==> src/rtl/rotated_two_plane_pixel_plotter_core_macros.svh <==
// Assertion macros for the pixel plotter core.
`ifndef ROTATED_TWO_PLANE_PIXEL_PLOTTER_CORE_MACROS_SVH
`define ROTATED_TWO_PLANE_PIXEL_PLOTTER_CORE_MACROS_SVH
`ifndef SYNTH
`define RTPP_ASSERT_IMPL(label, clk, rst, ante, cons) \
   label: assert property (@(posedge clk) disable iff (rst) (ante) |-> (cons)) \
      else $error("assertion failed");
`define RTPP_ASSERT_NEXT(label, clk, rst, ante, cons) \
   label: assert property (@(posedge clk) disable iff (rst) (ante) |=> (cons)) \
      else $error("assertion failed");
`else
`define RTPP_ASSERT_IMPL(label, clk, rst, ante, cons)
`define RTPP_ASSERT_NEXT(label, clk, rst, ante, cons)
`endif
`endif

==> src/rtl/rtpp_pkg.sv <==
`default_nettype none
package rtpp_pkg;
   localparam int PANEL_WIDTH  = 128;
   localparam int PANEL_HEIGHT = 256;
   localparam int STORE_DEPTH  = 8192;
   localparam int STORE_AW     = $clog2(STORE_DEPTH);
   localparam int BYTE_W       = 8;
   localparam int COORD_W      = 16;
   localparam int COLOR_W      = 3;
   localparam int ROT_W        = 2;
   localparam int PANEL_MAX    = (PANEL_WIDTH > PANEL_HEIGHT) ? PANEL_WIDTH : PANEL_HEIGHT;
   localparam int PIX_W        = $clog2(PANEL_MAX);
   localparam int ROW_BYTES    = PANEL_WIDTH / 8;
   localparam int PLANE_BYTES  = PANEL_WIDTH * PANEL_HEIGHT / 8;

   localparam logic OP_WRITE = 1'b0;
   localparam logic OP_READ  = 1'b1;

   localparam logic [COLOR_W-1:0] COLOR_WHITE = 3'd0;
   localparam logic [COLOR_W-1:0] COLOR_BLACK = 3'd1;
   localparam logic [COLOR_W-1:0] COLOR_RED   = 3'd2;

   localparam logic [ROT_W-1:0] ROT_MIRROR_XY    = 2'd0;
   localparam logic [ROT_W-1:0] ROT_SWAP_MIRROR_Y = 2'd1;
   localparam logic [ROT_W-1:0] ROT_IDENTITY     = 2'd2;
   localparam logic [ROT_W-1:0] ROT_SWAP_MIRROR_X = 2'd3;
   localparam logic [ROT_W-1:0] ROT_RESET        = ROT_SWAP_MIRROR_Y;

   typedef struct packed {
      logic                       opcode;
      logic signed [COORD_W-1:0]  x_coord;
      logic signed [COORD_W-1:0]  y_coord;
      logic [COLOR_W-1:0]         color;
      logic [STORE_AW-1:0]        byte_address;
   } req_type;

   typedef struct packed {
      logic [BYTE_W-1:0] read_byte;
      logic              pixel_written;
   } rsp_type;

   typedef struct packed {
      logic [STORE_AW-1:0] idx;
      logic [BYTE_W-1:0]   mask;
      logic                set_bit;
      logic                wr_en;
   } xform_type;
endpackage
`default_nettype wire

==> src/rtl/rtpp_xform.sv <==
`default_nettype none
module rtpp_xform (
   input  wire rtpp_pkg::req_type            req,
   input  wire logic [rtpp_pkg::ROT_W-1:0]   rotation,
   output rtpp_pkg::xform_type               xf
);
   localparam logic [rtpp_pkg::COORD_W-1:0] W_C = rtpp_pkg::COORD_W'(rtpp_pkg::PANEL_WIDTH);
   localparam logic [rtpp_pkg::COORD_W-1:0] H_C = rtpp_pkg::COORD_W'(rtpp_pkg::PANEL_HEIGHT);
   localparam logic [rtpp_pkg::PIX_W-1:0] W_MAX =
      rtpp_pkg::PIX_W'(rtpp_pkg::PANEL_WIDTH - 1);
   localparam logic [rtpp_pkg::PIX_W-1:0] H_MAX =
      rtpp_pkg::PIX_W'(rtpp_pkg::PANEL_HEIGHT - 1);
   localparam logic [rtpp_pkg::STORE_AW-1:0] ROW_C =
      rtpp_pkg::STORE_AW'(rtpp_pkg::ROW_BYTES);
   localparam logic [rtpp_pkg::STORE_AW-1:0] PLANE_C =
      rtpp_pkg::STORE_AW'(rtpp_pkg::PLANE_BYTES);

   logic [rtpp_pkg::COORD_W-1:0]  x_u, y_u, lw, lh;
   logic [rtpp_pkg::PIX_W-1:0]    xs, ys, px, py;
   logic                          outside;
   logic [rtpp_pkg::STORE_AW-1:0] row_base, col_off, plane_off;

   assign x_u = rtpp_pkg::COORD_W'(req.x_coord);
   assign y_u = rtpp_pkg::COORD_W'(req.y_coord);
   assign xs  = x_u[rtpp_pkg::PIX_W-1:0];
   assign ys  = y_u[rtpp_pkg::PIX_W-1:0];
   assign lw  = rotation[0] ? H_C : W_C;
   assign lh  = rotation[0] ? W_C : H_C;
   assign outside = x_u[rtpp_pkg::COORD_W-1] || y_u[rtpp_pkg::COORD_W-1] ||
                    (x_u >= lw) || (y_u >= lh);

   always_comb begin
      unique case (rotation)
         rtpp_pkg::ROT_MIRROR_XY: begin
            px = W_MAX - xs;
            py = H_MAX - ys;
         end
         rtpp_pkg::ROT_SWAP_MIRROR_Y: begin
            px = ys;
            py = H_MAX - xs;
         end
         rtpp_pkg::ROT_SWAP_MIRROR_X: begin
            px = W_MAX - ys;
            py = xs;
         end
         default: begin
            px = xs;
            py = ys;
         end
      endcase
   end

   assign row_base  = ROW_C * rtpp_pkg::STORE_AW'(py);
   assign col_off   = rtpp_pkg::STORE_AW'(px >> 3);
   assign plane_off = (req.color == rtpp_pkg::COLOR_RED) ? PLANE_C : '0;

   assign xf.idx     = row_base + col_off + plane_off;
   assign xf.mask    = rtpp_pkg::BYTE_W'(8'h80) >> px[2:0];
   assign xf.set_bit = (req.color == rtpp_pkg::COLOR_WHITE);
   assign xf.wr_en   = !outside && (req.color <= rtpp_pkg::COLOR_RED);
endmodule
`default_nettype wire

==> config.mk <==
export PLATFORM = sky130hd
export DESIGN_NAME = rtpp_xform
export DESIGN_NICKNAME = d
export VERILOG_FILES = /design/src/rtl/rotated_two_plane_pixel_plotter_core_macros.svh /design/src/rtl/rtpp_pkg.sv /design/src/rtl/rtpp_xform.sv
export SDC_FILE = /design/constraint.sdc
export NUM_CORES = 1
export LEC_CHECK = 0
export BUFFER_PORTS_ARGS = -buffer_cell sky130_fd_sc_hd__buf_2
export CAP_MARGIN = 10
export CORE_MARGIN = 5
export CORE_UTILIZATION = 37
export DETAILED_ROUTE_END_ITERATION = 6
export GPL_TIMING_DRIVEN = 0
export PLACE_DENSITY = 0.8
export SLEW_MARGIN = 25
export SYNTH_ARGS = -nofsm -noshare
export SYNTH_HDL_FRONTEND = slang
export SYNTH_SLANG_ARGS = --single-unit
==> constraint.sdc <==
create_clock -name vclk -period 2.3
set_input_delay 0.23 -clock vclk [all_inputs]
set_output_delay 0.23 -clock vclk [all_outputs]
set_load 0.02 [all_outputs]
==> summary.txt <==
Yosys
  – Synthesized-area fraction occupied by and/or/nand/nor cells: between 30% and 40%
  – Dominant cell type by area after synthesis: sky130_fd_sc_hd__xnor2_1
  – Commonest cells in the netlist: 18 x sky130_fd_sc_hd__nor2_1, 18 x sky130_fd_sc_hd__xnor2_1, 11 x sky130_fd_sc_hd__mux2i_1
  – Area share of xor/xnor cells in the synthesized design: around a fifth
  – Number of cells produced by synthesis: roughly 130
  – Number of distinct library cell variants in the gate-level netlist after synthesis: 33
  – Total number of yosys warnings: 0
  – Share of the synthesized area in compound gates (AO/OA/AOI/OAI): 16.3%
  – Summed instance area of the synthesized netlist: 862 um^2
  – Main area contributors after synthesis: sky130_fd_sc_hd__xnor2_1 18%, sky130_fd_sc_hd__mux2i_1 13%, sky130_fd_sc_hd__ha_1 10%
  – Main combinational cell family by area after synthesis: simple AND/OR/NAND/NOR gates
  – Arithmetic-cell share of the synthesized area counting full adders, half adders and majority gates: 10.2%
  – Mean instance size in the synthesized netlist: around 6.7 um^2
  – Sequential share of the synthesized area: 0%
  – Number of nets in the synthesized netlist: 186
  – Multiplexer share of the synthesized area: between 15 and 20%
  – Top cell type's share of synthesized area: 18.3%

Routing
  – DRC violation count after routing: 0
  – Count of vias placed by the detailed router: about 1100
  – Via density per instance: between 5 and 6
  – TritonRoute pass-1 iters: 4
  – Antenna violation net count after detailed routing: 0
  – Detail-routed net length per standard cell: around 13 um
  – Routed Wire Length: roughly 2.9 mm
  – Count of routing violations after the opening detailed-route iteration: 46

Min path
  – Terminating pin of the worst hold path: xf[1]
  – Class of the tightest hold or removal check: in2out
  – Number of instances on the worst hold path: 3
  – Hold_sp: req[14]

Place
  – Detailed placement HPWL: between 2 and 2.5 mm
  – Routability congestion estimate: 0.800
  – Placed insts: 214
  – Dpl cell area: between 0.001 and 0.0015 mm^2
  – DP Worst Slack: -0.405 ns
  – Buffers on Ports: 58

Floorplanning
  – Boundary Pins: 74
  – Die W: around 58 um
  – Count of standard-cell rows: 17
  – Area of the placeable core: roughly 0.0022 mm^2
  – Die Footprint: approximately 0.0034 mm^2
  – Overall die height: around 58 um
  – Starting Density: between 30% and 40%

Global routing
  – Global-route wire length before repair: between 4 and 5 mm
  – Antenna violations before repair: 0
  – Maximum number of pins on one net before global-route repair: 12
  – Final global-route overflow total: 0
  – Vias in the first global route: about 1100
  – GRT Resource Usage Total: 16.2%

Cells and area
  – Register area: 0 um^2
  – Fraction of final layout cells with drive strength greater than 1: between 40% and 50%
  – Core utilization of the finished layout: 62.5%
  – Area of the multi-input gates: around 900 um^2
  – Number of filler instances in the final layout: ~210
  – Clock Buffer Count: 0
  – Final std cells w/o fill: approximately 220
  – Fin nets: 255
  – Syn-to-layout area delta: 60.4%
  – Diodes inserted: 0
  – Seq_cells: 0
  – Post-route standard cell area excluding fillers: approximately 0.0014 mm^2

Pwr
  – Power density over cell area: ~260 mW/mm^2
  – Leakage component of the power: about 0.67 nW
  – Worst IR drop on VDD: between 0.00015 and 0.0002 V

STA
  – Top achievable clock speed: between 400 and 500 MHz
  – Setup-violating endpoint count in the final report: 0
  – Minimum hold slack: 0.741 ns
  – Fin. Hold Viols: 0
  – Count of final max-slew check failures: 0
  – Least setup slack across all paths after layout: about 0.044 ns
  – Final worst path period share: a little over nine tenths
  – Slew HR: 59.1%
  – Transition time at the pin with the least slew margin: between 0.6 and 0.7 ns
  – Min Clock Period, post-route: between 2 and 2.5 ns

Setup path
  – Critical path arrival: 2.03 ns
  – Cell type group with the largest total delay on the critical path: multiplexers
  – Highest-delay cell along the critical path: sky130_fd_sc_hd__mux2i_2
  – Cell-by-cell trace of the critical path: buf_8 -> buf_12 -> mux2i_1 -> xnor2_1 -> ha_2 -> ha_4 -> inv_2 -> nor3_4 -> mux2i_2 -> xnor2_2 -> buf_4
  – Required time of the worst setup path: 2.07 ns
  – Start-to-end type of the worst setup path: in2out
  – Biggest fanout along the worst timing path: 7
  – Worst path buffer plus inverter count: 4
  – CP Launch Type: input port
  – Crit path capture type: primary output
  – Largest stage delay, worst path: 0.28 ns

Run status
  – Status: finished clean

Clock tree
  – CTS Hold Buffers Added: 0

Flow run
  – Max Cap Violations: 0
## where the power goes
| part | internal, mW | switching, mW |
|---|---|---|
| combinational | 0.157 | 0.201 |
| clock | 0 | 0 |
| sequential | 0 | 0 |
| total | 0.157 | 0.201 |
## placed cells by master (no fill, tap or decap), types with 2 or more instances in the layout
cell and n:
sky130_fd_sc_hd__mux2i_2 2, sky130_fd_sc_hd__nand3b_1 2, sky130_fd_sc_hd__nand3_1 2, sky130_fd_sc_hd__inv_1 4, sky130_fd_sc_hd__a21oi_1 9, sky130_fd_sc_hd__o311ai_0 2
sky130_fd_sc_hd__nor3_1 7, sky130_fd_sc_hd__nor3b_1 2, sky130_fd_sc_hd__o21ai_0 6, sky130_fd_sc_hd__ha_1 5, sky130_fd_sc_hd__nand2_1 8, sky130_fd_sc_hd__nor2_1 17
sky130_fd_sc_hd__or4_1 2, sky130_fd_sc_hd__mux2i_1 8, sky130_fd_sc_hd__buf_8 2, sky130_fd_sc_hd__buf_4 12, sky130_fd_sc_hd__xnor2_2 4, sky130_fd_sc_hd__nand2b_1 2
sky130_fd_sc_hd__xnor2_1 14, sky130_fd_sc_hd__buf_2 58, sky130_fd_sc_hd__nand4_1 3
## cell type report
type               count  area share [%]
plain buffers          6            4.07
multi-input cells    114            63.7
well taps             28            2.53
repair buffers        69            27.9
inverters              6            1.81
## layer usage
metal	vias up	routed length (um)	GRT usage [%]
met3	0	226	2.00
met2	46	1370	28.4
met1	500	1270	22.3
met4	0	0	0
li1	592	-	-
met5	-	0	0
## cells by family (layout without fill, tap and decap cells)
logic type	Yosys count	in the layout
AND/OR/NAND/NOR	53	53
buffers and inverters	14	81
AO/OA/AOI/OAI	23	23
XOR/XNOR	19	19
adder cells (fa/ha/maj)	7	7
multiplexers	12	12
## metrics by stage
step	total power, mW	setup TNS (ns)
final	0.359	0
after global routing	0.393	-0.109
after detailed placement	0.315	-1.23
after global placement	0.314	-1.19
after CTS	0.337	0
after floorplan	0.211	0
## repair_timing
item / in CTS / in global routing
endpoints found under the setup margin: 5 / 4
setup buffers: 6 / 5
resized for setup: 14 / 12
pin swaps: 5 / 4
## worst max path at each step
stage | endpoint | cells after the start | from | slack, ns
3_3_place_gp | xf[18] | 13 | rotation[0] | -0.41
6_report | xf[20] | 11 | rotation[0] | 0.04
5_1_grt | xf[20] | 11 | rotation[0] | -0.06
4_1_cts | xf[20] | 12 | rotation[0] | 0.01
3_5_place_dp | xf[20] | 13 | rotation[0] | -0.41
2_1_floorplan | xf[20] | 11 | rotation[0] | 0.004
(Power assumes the default switching activity.)
